--- src/hdl/fir_interference_canceller_top_macros.svh ---
// assertion helpers shared by the canceller modules
`ifndef FIR_INTERFERENCE_CANCELLER_TOP_MACROS_SVH
`define FIR_INTERFERENCE_CANCELLER_TOP_MACROS_SVH

// same-cycle implication
`define FIC_ASSERT_IMP(label, clk, rst, ante, cons, msg) \
   label: assert property (@(posedge clk) disable iff (rst) (ante) |-> (cons)) \
      else $error(msg);

// next-cycle implication
`define FIC_ASSERT_NXT(label, clk, rst, ante, cons, msg) \
   label: assert property (@(posedge clk) disable iff (rst) (ante) |=> (cons)) \
      else $error(msg);

`endif

--- src/hdl/fic_pkg.sv ---
`timescale 1ns / 1ps

package fic_pkg;

   localparam int SAMPLE_W     = 16;
   localparam int IDX_W        = 6;
   localparam int FRAC_W       = 14;
   localparam int TAPS_DEFAULT = 20;
   localparam int QUEUE_DEPTH  = 2;

   localparam logic OP_SAMPLE = 1'b0;
   localparam logic OP_LOAD   = 1'b1;

   typedef struct packed {
      logic                       op;
      logic [IDX_W-1:0]           tap_index;
      logic signed [SAMPLE_W-1:0] data;
      logic signed [SAMPLE_W-1:0] rx;
   } fic_item_type;

   typedef struct packed {
      logic         valid;
      fic_item_type item;
   } fic_head_type;

   typedef enum logic [1:0] {
      ST_IDLE,
      ST_MAC,
      ST_FIN
   } fic_state_type;

endpackage

--- src/hdl/fic_ram.sv ---
`timescale 1ns / 1ps

module fic_ram #(
   parameter int WIDTH = 16,
   parameter int DEPTH = 20
) (
   input  logic                     clock,
   input  logic                     wr_en,
   input  logic [$clog2(DEPTH)-1:0] wr_addr,
   input  logic [WIDTH-1:0]         wr_data,
   input  logic [$clog2(DEPTH)-1:0] rd_addr,
   output logic [WIDTH-1:0]         rd_data
);

   logic [WIDTH-1:0] mem_ff [DEPTH];
   logic [WIDTH-1:0] rd_data_ff;

   always_ff @(posedge clock) begin
      if (wr_en) begin
         mem_ff[wr_addr] <= wr_data;
      end
      rd_data_ff <= mem_ff[rd_addr];
   end

   assign rd_data = rd_data_ff;

endmodule

--- src/hdl/fic_front.sv ---
`timescale 1ns / 1ps
`include "fir_interference_canceller_top_macros.svh"

module fic_front #(
   parameter int TAPS = fic_pkg::TAPS_DEFAULT
) (
   input  logic                              clock,
   input  logic                              reset,
   input  logic                              req_valid,
   output logic                              req_stall,
   input  logic                              req_op,
   input  logic [fic_pkg::IDX_W-1:0]         req_tap_index,
   input  logic signed [fic_pkg::SAMPLE_W-1:0] req_tap_value,
   input  logic signed [fic_pkg::SAMPLE_W-1:0] req_tx_sample,
   input  logic signed [fic_pkg::SAMPLE_W-1:0] req_rx_sample,
   input  logic                              head_pop,
   output fic_pkg::fic_head_type             head
);

   import fic_pkg::*;

   localparam int PTR_W = (QUEUE_DEPTH > 1) ? $clog2(QUEUE_DEPTH) : 1;
   localparam int CNT_W = $clog2(QUEUE_DEPTH + 1);
   localparam logic [IDX_W:0] TAP_LIMIT = (IDX_W + 1)'(TAPS);

   fic_item_type     slot_ff [QUEUE_DEPTH];
   fic_item_type     item_in;
   logic [PTR_W-1:0] wr_ptr_ff, wr_ptr_in;
   logic [PTR_W-1:0] rd_ptr_ff, rd_ptr_in;
   logic [CNT_W-1:0] cnt_ff, cnt_in;
   logic             keep;
   logic             push;
   logic             pop;

   // out-of-range tap loads are dropped here
   always_comb begin
      keep              = (req_op == OP_SAMPLE) || ({1'b0, req_tap_index} < TAP_LIMIT);
      item_in.op        = req_op;
      item_in.tap_index = req_tap_index;
      item_in.data      = (req_op == OP_LOAD) ? req_tap_value : req_tx_sample;
      item_in.rx        = req_rx_sample;
   end

   assign req_stall  = (cnt_ff == CNT_W'(QUEUE_DEPTH));
   assign push       = req_valid && !req_stall && keep;
   assign pop        = head_pop && head.valid;
   assign head.valid = (cnt_ff != '0);
   assign head.item  = slot_ff[rd_ptr_ff];

   always_comb begin
      wr_ptr_in = wr_ptr_ff;
      rd_ptr_in = rd_ptr_ff;
      cnt_in    = cnt_ff;
      if (push) begin
         wr_ptr_in = (wr_ptr_ff == PTR_W'(QUEUE_DEPTH - 1)) ? '0 : wr_ptr_ff + 1'b1;
      end
      if (pop) begin
         rd_ptr_in = (rd_ptr_ff == PTR_W'(QUEUE_DEPTH - 1)) ? '0 : rd_ptr_ff + 1'b1;
      end
      if (push && !pop) begin
         cnt_in = cnt_ff + 1'b1;
      end else if (pop && !push) begin
         cnt_in = cnt_ff - 1'b1;
      end
   end

   always_ff @(posedge clock) begin
      if (reset) begin
         wr_ptr_ff <= '0;
         rd_ptr_ff <= '0;
         cnt_ff    <= '0;
      end else begin
         wr_ptr_ff <= wr_ptr_in;
         rd_ptr_ff <= rd_ptr_in;
         cnt_ff    <= cnt_in;
      end
   end

   always_ff @(posedge clock) begin
      if (push) begin
         slot_ff[wr_ptr_ff] <= item_in;
      end
   end

   `FIC_ASSERT_IMP(a_queue_bound, clock, reset, 1'b1, cnt_ff <= CNT_W'(QUEUE_DEPTH), "queue overfilled")
   `FIC_ASSERT_NXT(a_queue_grow, clock, reset, push && !pop, cnt_ff == $past(cnt_ff) + 1'b1, "queue count lost a transfer")

endmodule

--- src/hdl/fic_back.sv ---
`timescale 1ns / 1ps
`include "fir_interference_canceller_top_macros.svh"

module fic_back #(
   parameter int TAPS = fic_pkg::TAPS_DEFAULT
) (
   input  logic                                clock,
   input  logic                                reset,
   input  fic_pkg::fic_head_type               head,
   output logic                                head_pop,
   output logic                                rsp_valid,
   input  logic                                rsp_stall,
   output logic signed [fic_pkg::SAMPLE_W-1:0] rsp_clean_sample,
   output logic                                rsp_saturated
);

   import fic_pkg::*;

   localparam int AW     = $clog2(TAPS);
   localparam int CNT_W  = $clog2(TAPS + 2);
   localparam int FILL_W = $clog2(TAPS + 1);
   localparam int PROD_W = 2 * SAMPLE_W;
   localparam int ACC_W  = PROD_W + $clog2(TAPS);
   localparam int V_W    = ACC_W + 2;
   localparam logic signed [V_W-1:0] ROUND  = V_W'(1) <<< (FRAC_W - 1);
   localparam logic signed [V_W-1:0] SAT_HI = (V_W'(1) <<< (SAMPLE_W - 1)) - V_W'(1);
   localparam logic signed [V_W-1:0] SAT_LO = ~SAT_HI;

   fic_state_type              state_ff, state_in;
   logic [CNT_W-1:0]           cnt_ff, cnt_in;
   logic [FILL_W-1:0]          fill_ff, fill_in;
   logic [TAPS-1:0]            tap_vld_ff, tap_vld_in;
   logic signed [SAMPLE_W-1:0] win_ff [TAPS];
   logic signed [SAMPLE_W-1:0] rx_ff;
   logic signed [SAMPLE_W-1:0] win_rd_ff;
   logic                       tap_vld_rd_ff;
   logic                       mulv_ff;
   logic                       prodv_ff;
   logic signed [PROD_W-1:0]   prod_ff;
   logic signed [ACC_W-1:0]    acc_ff;
   logic                       out_vld_ff, out_vld_in;
   logic signed [SAMPLE_W-1:0] clean_ff;
   logic                       sat_ff;

   logic                       tap_we;
   logic                       shift_en;
   logic                       issue;
   logic                       out_free;
   logic                       out_load;
   logic                       fill_full_after;
   logic [SAMPLE_W-1:0]        tap_rd;
   logic signed [SAMPLE_W-1:0] tap_eff;
   logic signed [V_W-1:0]      v_sum;
   logic signed [V_W-1:0]      v_sh;
   logic                       sat_hi;
   logic                       sat_lo;
   logic signed [SAMPLE_W-1:0] clean_in;

   fic_ram #(
      .WIDTH (SAMPLE_W),
      .DEPTH (TAPS)
   ) u_tap_ram (
      .clock   (clock),
      .wr_en   (tap_we),
      .wr_addr (head.item.tap_index[AW-1:0]),
      .wr_data (head.item.data),
      .rd_addr (cnt_ff[AW-1:0]),
      .rd_data (tap_rd)
   );

   assign out_free        = !out_vld_ff || !rsp_stall;
   assign fill_full_after = (fill_ff >= FILL_W'(TAPS - 1));

   always_comb begin
      state_in = state_ff;
      unique case (state_ff)
         ST_IDLE: begin
            if (head.valid && (head.item.op == OP_SAMPLE) && fill_full_after) begin
               state_in = ST_MAC;
            end
         end
         ST_MAC: begin
            if (cnt_ff == CNT_W'(TAPS + 1)) begin
               state_in = ST_FIN;
            end
         end
         ST_FIN: begin
            if (out_free) begin
               state_in = ST_IDLE;
            end
         end
         default: begin
            state_in = ST_IDLE;
         end
      endcase
   end

   always_comb begin
      head_pop = 1'b0;
      issue    = 1'b0;
      out_load = 1'b0;
      unique case (state_ff)
         ST_IDLE: head_pop = head.valid;
         ST_MAC:  issue    = (cnt_ff < CNT_W'(TAPS));
         ST_FIN:  out_load = out_free;
         default: head_pop = 1'b0;
      endcase
   end

   assign tap_we   = head_pop && (head.item.op == OP_LOAD);
   assign shift_en = head_pop && (head.item.op == OP_SAMPLE);

   always_comb begin
      cnt_in     = (state_ff == ST_MAC) ? cnt_ff + 1'b1 : '0;
      fill_in    = (shift_en && (fill_ff != FILL_W'(TAPS))) ? fill_ff + 1'b1 : fill_ff;
      tap_vld_in = tap_vld_ff;
      if (tap_we) begin
         tap_vld_in[head.item.tap_index[AW-1:0]] = 1'b1;
      end
      out_vld_in = out_load || (out_vld_ff && rsp_stall);
   end

   always_ff @(posedge clock) begin
      if (reset) begin
         state_ff   <= ST_IDLE;
         cnt_ff     <= '0;
         fill_ff    <= '0;
         tap_vld_ff <= '0;
         mulv_ff    <= 1'b0;
         prodv_ff   <= 1'b0;
         out_vld_ff <= 1'b0;
      end else begin
         state_ff   <= state_in;
         cnt_ff     <= cnt_in;
         fill_ff    <= fill_in;
         tap_vld_ff <= tap_vld_in;
         mulv_ff    <= issue;
         prodv_ff   <= mulv_ff;
         out_vld_ff <= out_vld_in;
      end
   end

   // window shifts on a sample, rotates once per tap during the mac pass
   always_ff @(posedge clock) begin
      if (shift_en) begin
         for (int i = 0; i < TAPS - 1; i++) begin
            win_ff[i] <= win_ff[i + 1];
         end
         win_ff[TAPS-1] <= head.item.data;
         rx_ff          <= head.item.rx;
      end else if (issue) begin
         for (int i = 0; i < TAPS - 1; i++) begin
            win_ff[i] <= win_ff[i + 1];
         end
         win_ff[TAPS-1] <= win_ff[0];
      end
   end

   assign tap_eff = tap_vld_rd_ff ? signed'(tap_rd) : '0;

   always_ff @(posedge clock) begin
      if (issue) begin
         win_rd_ff     <= win_ff[0];
         tap_vld_rd_ff <= tap_vld_ff[cnt_ff[AW-1:0]];
      end
      prod_ff <= tap_eff * win_rd_ff;
      if (shift_en) begin
         acc_ff <= '0;
      end else if (prodv_ff) begin
         acc_ff <= acc_ff + ACC_W'(prod_ff);
      end
   end

   always_comb begin
      v_sum    = (V_W'(rx_ff) <<< FRAC_W) - V_W'(acc_ff) + ROUND;
      v_sh     = v_sum >>> FRAC_W;
      sat_hi   = (v_sh > SAT_HI);
      sat_lo   = (v_sh < SAT_LO);
      clean_in = sat_hi ? SAT_HI[SAMPLE_W-1:0] :
                 sat_lo ? SAT_LO[SAMPLE_W-1:0] : v_sh[SAMPLE_W-1:0];
   end

   always_ff @(posedge clock) begin
      if (out_load) begin
         clean_ff <= clean_in;
         sat_ff   <= sat_hi || sat_lo;
      end
   end

   assign rsp_valid        = out_vld_ff;
   assign rsp_clean_sample = clean_ff;
   assign rsp_saturated    = sat_ff;

   `FIC_ASSERT_IMP(a_mac_cnt_range, clock, reset, state_ff == ST_MAC, cnt_ff <= CNT_W'(TAPS + 1), "mac counter out of range")
   `FIC_ASSERT_IMP(a_fin_drained, clock, reset, state_ff == ST_FIN, !mulv_ff && !prodv_ff, "mac pipeline not drained at finish")
   `FIC_ASSERT_IMP(a_mac_window_full, clock, reset, (state_ff == ST_MAC) && (cnt_ff == '0), fill_ff == FILL_W'(TAPS), "mac pass started on a partial window")

endmodule

--- src/hdl/fir_interference_canceller_top.sv ---
`timescale 1ns / 1ps
// tap load: one transfer per cycle while req_stall is low, no result
// sample: result once the window holds TAPS samples, through queue, mac pass and output register
// samples are handled one at a time by the single shared tap multiplier
// a two-entry queue keeps accepting, until full, while the mac pass runs or a result waits
// synchronous reset clears control, fill count and tap valid bits; taps then read zero

module fir_interference_canceller_top #(
   parameter int TAPS = fic_pkg::TAPS_DEFAULT
) (
   input  logic                                clock,
   input  logic                                reset,
   input  logic                                req_valid,
   output logic                                req_stall,
   input  logic                                req_op,
   input  logic [fic_pkg::IDX_W-1:0]           req_tap_index,
   input  logic signed [fic_pkg::SAMPLE_W-1:0] req_tap_value,
   input  logic signed [fic_pkg::SAMPLE_W-1:0] req_tx_sample,
   input  logic signed [fic_pkg::SAMPLE_W-1:0] req_rx_sample,
   output logic                                rsp_valid,
   input  logic                                rsp_stall,
   output logic signed [fic_pkg::SAMPLE_W-1:0] rsp_clean_sample,
   output logic                                rsp_saturated
);

   import fic_pkg::*;

   fic_head_type head;
   logic         head_pop;

   fic_front #(
      .TAPS (TAPS)
   ) u_front (
      .clock         (clock),
      .reset         (reset),
      .req_valid     (req_valid),
      .req_stall     (req_stall),
      .req_op        (req_op),
      .req_tap_index (req_tap_index),
      .req_tap_value (req_tap_value),
      .req_tx_sample (req_tx_sample),
      .req_rx_sample (req_rx_sample),
      .head_pop      (head_pop),
      .head          (head)
   );

   fic_back #(
      .TAPS (TAPS)
   ) u_back (
      .clock            (clock),
      .reset            (reset),
      .head             (head),
      .head_pop         (head_pop),
      .rsp_valid        (rsp_valid),
      .rsp_stall        (rsp_stall),
      .rsp_clean_sample (rsp_clean_sample),
      .rsp_saturated    (rsp_saturated)
   );

endmodule

--- config.mk ---
export PLATFORM = sky130hd
export DESIGN_NAME = fir_interference_canceller_top
export DESIGN_NICKNAME = d
export VERILOG_FILES = /design/src/hdl/fic_pkg.sv /design/src/hdl/fic_ram.sv /design/src/hdl/fic_front.sv /design/src/hdl/fic_back.sv /design/src/hdl/fir_interference_canceller_top.sv
export VERILOG_INCLUDE_DIRS = /design/src /design/src/hdl
export SDC_FILE = /design/constraint.sdc
export NUM_CORES = 2
export LEC_CHECK = 0
export BUFFER_PORTS_ARGS = -buffer_cell sky130_fd_sc_hd__buf_4
export CORE_AREA = 2 2 334 336
export DETAILED_ROUTE_END_ITERATION = 8
export DIE_AREA = 0 0 336 338
export PLACE_DENSITY = 0.63
export RECOVER_POWER = 25
export SYNTH_ARGS = -nofsm -noshare
export SYNTH_HDL_FRONTEND = slang
export SYNTH_SLANG_ARGS = --single-unit
--- constraint.sdc ---
create_clock -name clock -period 6.85 [get_ports clock]
set_clock_uncertainty 0.05 [all_clocks]
set_input_delay 1.37 -clock clock [delete_from_list [all_inputs] [get_ports clock]]
set_output_delay 1.37 -clock clock [all_outputs]
set_load 0.05 [all_outputs]
==> flow_summary.ini <==
[pwr]
leakage_uw = 0.0192
ir_drop_uv = 237
pwr_density_cell_nw_per_um2 = 286

[timing]
maxSlewHeadroom = -0.723
worstMarginPinSlew_ns = 2.58
final_hold_viol_count = 0
fin_crit_ns = 6.65
max_freq_mhz = 150
fin_tns_setup_ns = 0
maxSlewViolCount = 85
setup_violations = 0
fin_crit_sh = 0.971
hold_ws_ns = 0.347

[logic_synthesis]
synth_common_cells = edfxtp_1, inv_1, fa_1
async_flop_share = 0
synth_largest_area_cell = edfxtp_1
synth_top_area_share = 0.528
synth-edff-count = 766
synthCells = 3002
synth_seq_area_share = 0.585
avgSynthCellArea_sq_um = 14.5
syn-cell-area_sq_um = 43600
yosys_register_bits = 891
yosys_warnings = 0
synth_ff_type = edfxtp_1
synth.top_cells.by_area = edfxtp_1, fa_1, dfxtp_1
synth_nets = 3470
synth.distinct_cells = 74
yosysMostFrequentCell = edfxtp_1

[cells_and_area]
nets = 3679
areaGrowthSynthToFinish_pct = 14.6
n_antenna_cell = 0
fin_cells = 4773
drive_above_1_share = 0.171
fill_cells = 9661

[floorplanning]
die_h_um = 338
die_area_sq_um = 114000
core_sq_um = 110000
ioPinCount = 78
initial_core_util = 0.396
num_rows = 122
die_x_um = 336

[global_routing]
overflow = 0
antenna_found_initial = 0
grt_pass1_wl_um = 139000
grt_pass1_vias = 24300
grt_usage = 0.161
grt_max_degree = 123

[clock_tree]
clock_path_buffers = 3
root_buffer = clkbuf_16
cts_buffers = 87
insertion_delay_ns = 0.66
path_clk_slew_ns = 0.06
clock_sinks = 891
cts_tree = built
cts_hold_repair.buffers = 0
h-tree-depth = 3

[drt]
num_vias = 23800
wire_per_inst_um = 18.9
routed_wirelength_um = 90400
via_per_inst = 4.99
dr.pass1.iters = 5
drcViolationCount = 0
ant_nets = 0
drt_iter0_markers = 1829

[setup_path]
cp-end-kind = flip-flop
worst_path_most_repeated_cell = fa_1
critPathArrivalTime_ns = 7.20
critical_path_required_ns = 7.39
cp_max_fo = 18
r2r_start = u_back.tap_vld_rd_ff$_DFFE_PP_
critPathMaxStageDelay_ns = 0.59
crit_slowest_cell = fa_1
worstSetupPathType = reg2reg
start_kind = flip-flop
startpoint = u_back.tap_vld_rd_ff$_DFFE_PP_

[placement]
dpl.hpwl_um = 62500
place.gp.congestion = 0.911
io_buffers = 77
place_inst = 4603

[hold_path]
hp-class = reg2reg
worstHoldStart = u_back.win_ff[0][133]$_DFFE_PP_

[run_status]
violations = max-capacitance violations, max-slew violations
status = complete, but fails checks

[run]
drv_cap = 2
[final cells by class]
type                    instances  area (sq um)  area share
clock buffers                 111          2320      0.0464
multi-input cells            1641         16500       0.329
inverters                     362          1360      0.0272
well taps                    1488          1860      0.0373
repair buffers                228          1820      0.0365
clock inverters                52           626      0.0125
flip-flops and latches        891         25500       0.511
[final timing paths]
path | endpoint | slack, ns | cells after the start
hold reg to reg | u_back.win_ff[0][117]$_DFFE_PP_ | 0.35 | 0
setup / recovery | u_back.prod_ff[30]$_DFF_P_ | 0.20 | 27
hold / removal | u_back.win_ff[0][117]$_DFFE_PP_ | 0.35 | 0
setup reg to reg | u_back.prod_ff[30]$_DFF_P_ | 0.20 | 27
[registers in the layout, summed over array words and instances (netlist names), 2 cells and up, named ones only]
register,cells
u_back.acc_ff,37
u_back.cnt_ff,5
u_back.fill_ff,5
u_back.prod_ff,32
u_back.rsp_clean_sample,16
u_back.rx_ff,16
u_back.state_ff,2
u_back.tap_vld_ff,20
u_back.u_tap_ram.mem_ff,320
u_back.u_tap_ram.rd_data,16
u_back.win_ff,320
u_back.win_rd_ff,16
u_front.cnt_ff,2
u_front.slot_ff,76
[power breakdown]
group	switching, uW	internal (uW)
registers	245	7110
logic	1380	697
clock network	2080	2770
total	3700	10600
[layout by cell type, fill, tap and decap left out, drive strengths merged, types with 25 or more instances in the layout]
cell / n
edfxtp: 766
o21ai: 50
a21oi: 74
inv: 365
mux4: 102
clkinv: 33
nand2: 223
mux2i: 29
fa: 263
a21o: 55
nand3: 25
ha: 146
dfxtp: 125
xnor2: 55
clkbuf: 140
nor2: 167
buf: 199
mux2: 66
xor2: 34
and3: 138
[worst max-delay path: cells and delay by family, from the launching register on]
| family | cells | cell delay [ns] |
|---|---|---|
| adders and majority gates | 7 | 3.46 |
| AOI/OAI and AO/OA | 7 | 1.11 |
| buffers and inverters | 7 | 0.77 |
| and+or+nand+nor | 5 | 0.66 |
| DFF | 1 | 0.40 |
| xor gates and xnor gates | 1 | 0.13 |
[cell families after synthesis]
family | after synthesis | share of synthesized area
AO/OA/AOI/OAI | 270 | 0.0421
XOR/XNOR | 89 | 0.0179
adder cells (fa/ha/maj) | 409 | 0.163
buffers and inverters | 470 | 0.0409
flip-flops | 891 | 0.585
multiplexers | 197 | 0.0764
AND/OR/NAND/NOR | 676 | 0.0751
[layer usage]
layer	GRT usage	wire [um]	vias up
met5	0	0	-
met4	0.0443	2030	0
met3	0.0348	5620	127
met2	0.264	43600	559
met1	0.217	39200	12100
li1	-	-	11000
[stage by stage]
step,instance area [sq um],setup slack [ns],total power [uW],util
4_1_cts,49800,0.00126,14500,0.452
3_5_place_dp,46800,-0.0902,9570,0.425
3_3_place_gp,46800,0.0886,9510,0.425
6_report,50000,0.195,14300,0.454
2_1_floorplan,43600,0.00704,8910,-
5_1_grt,50000,-0.0587,15000,0.454
[what timing repair did]
item	4_1_cts	5_1_grt
pin swaps	0	16
gates cloned	0	4
gates resized for setup	2	36
endpoints found under the setup margin	3	7
endpoints found under the hold margin	0	0
buffers inserted	0	3
Note: power is estimated with default switching activity, not from simulation.
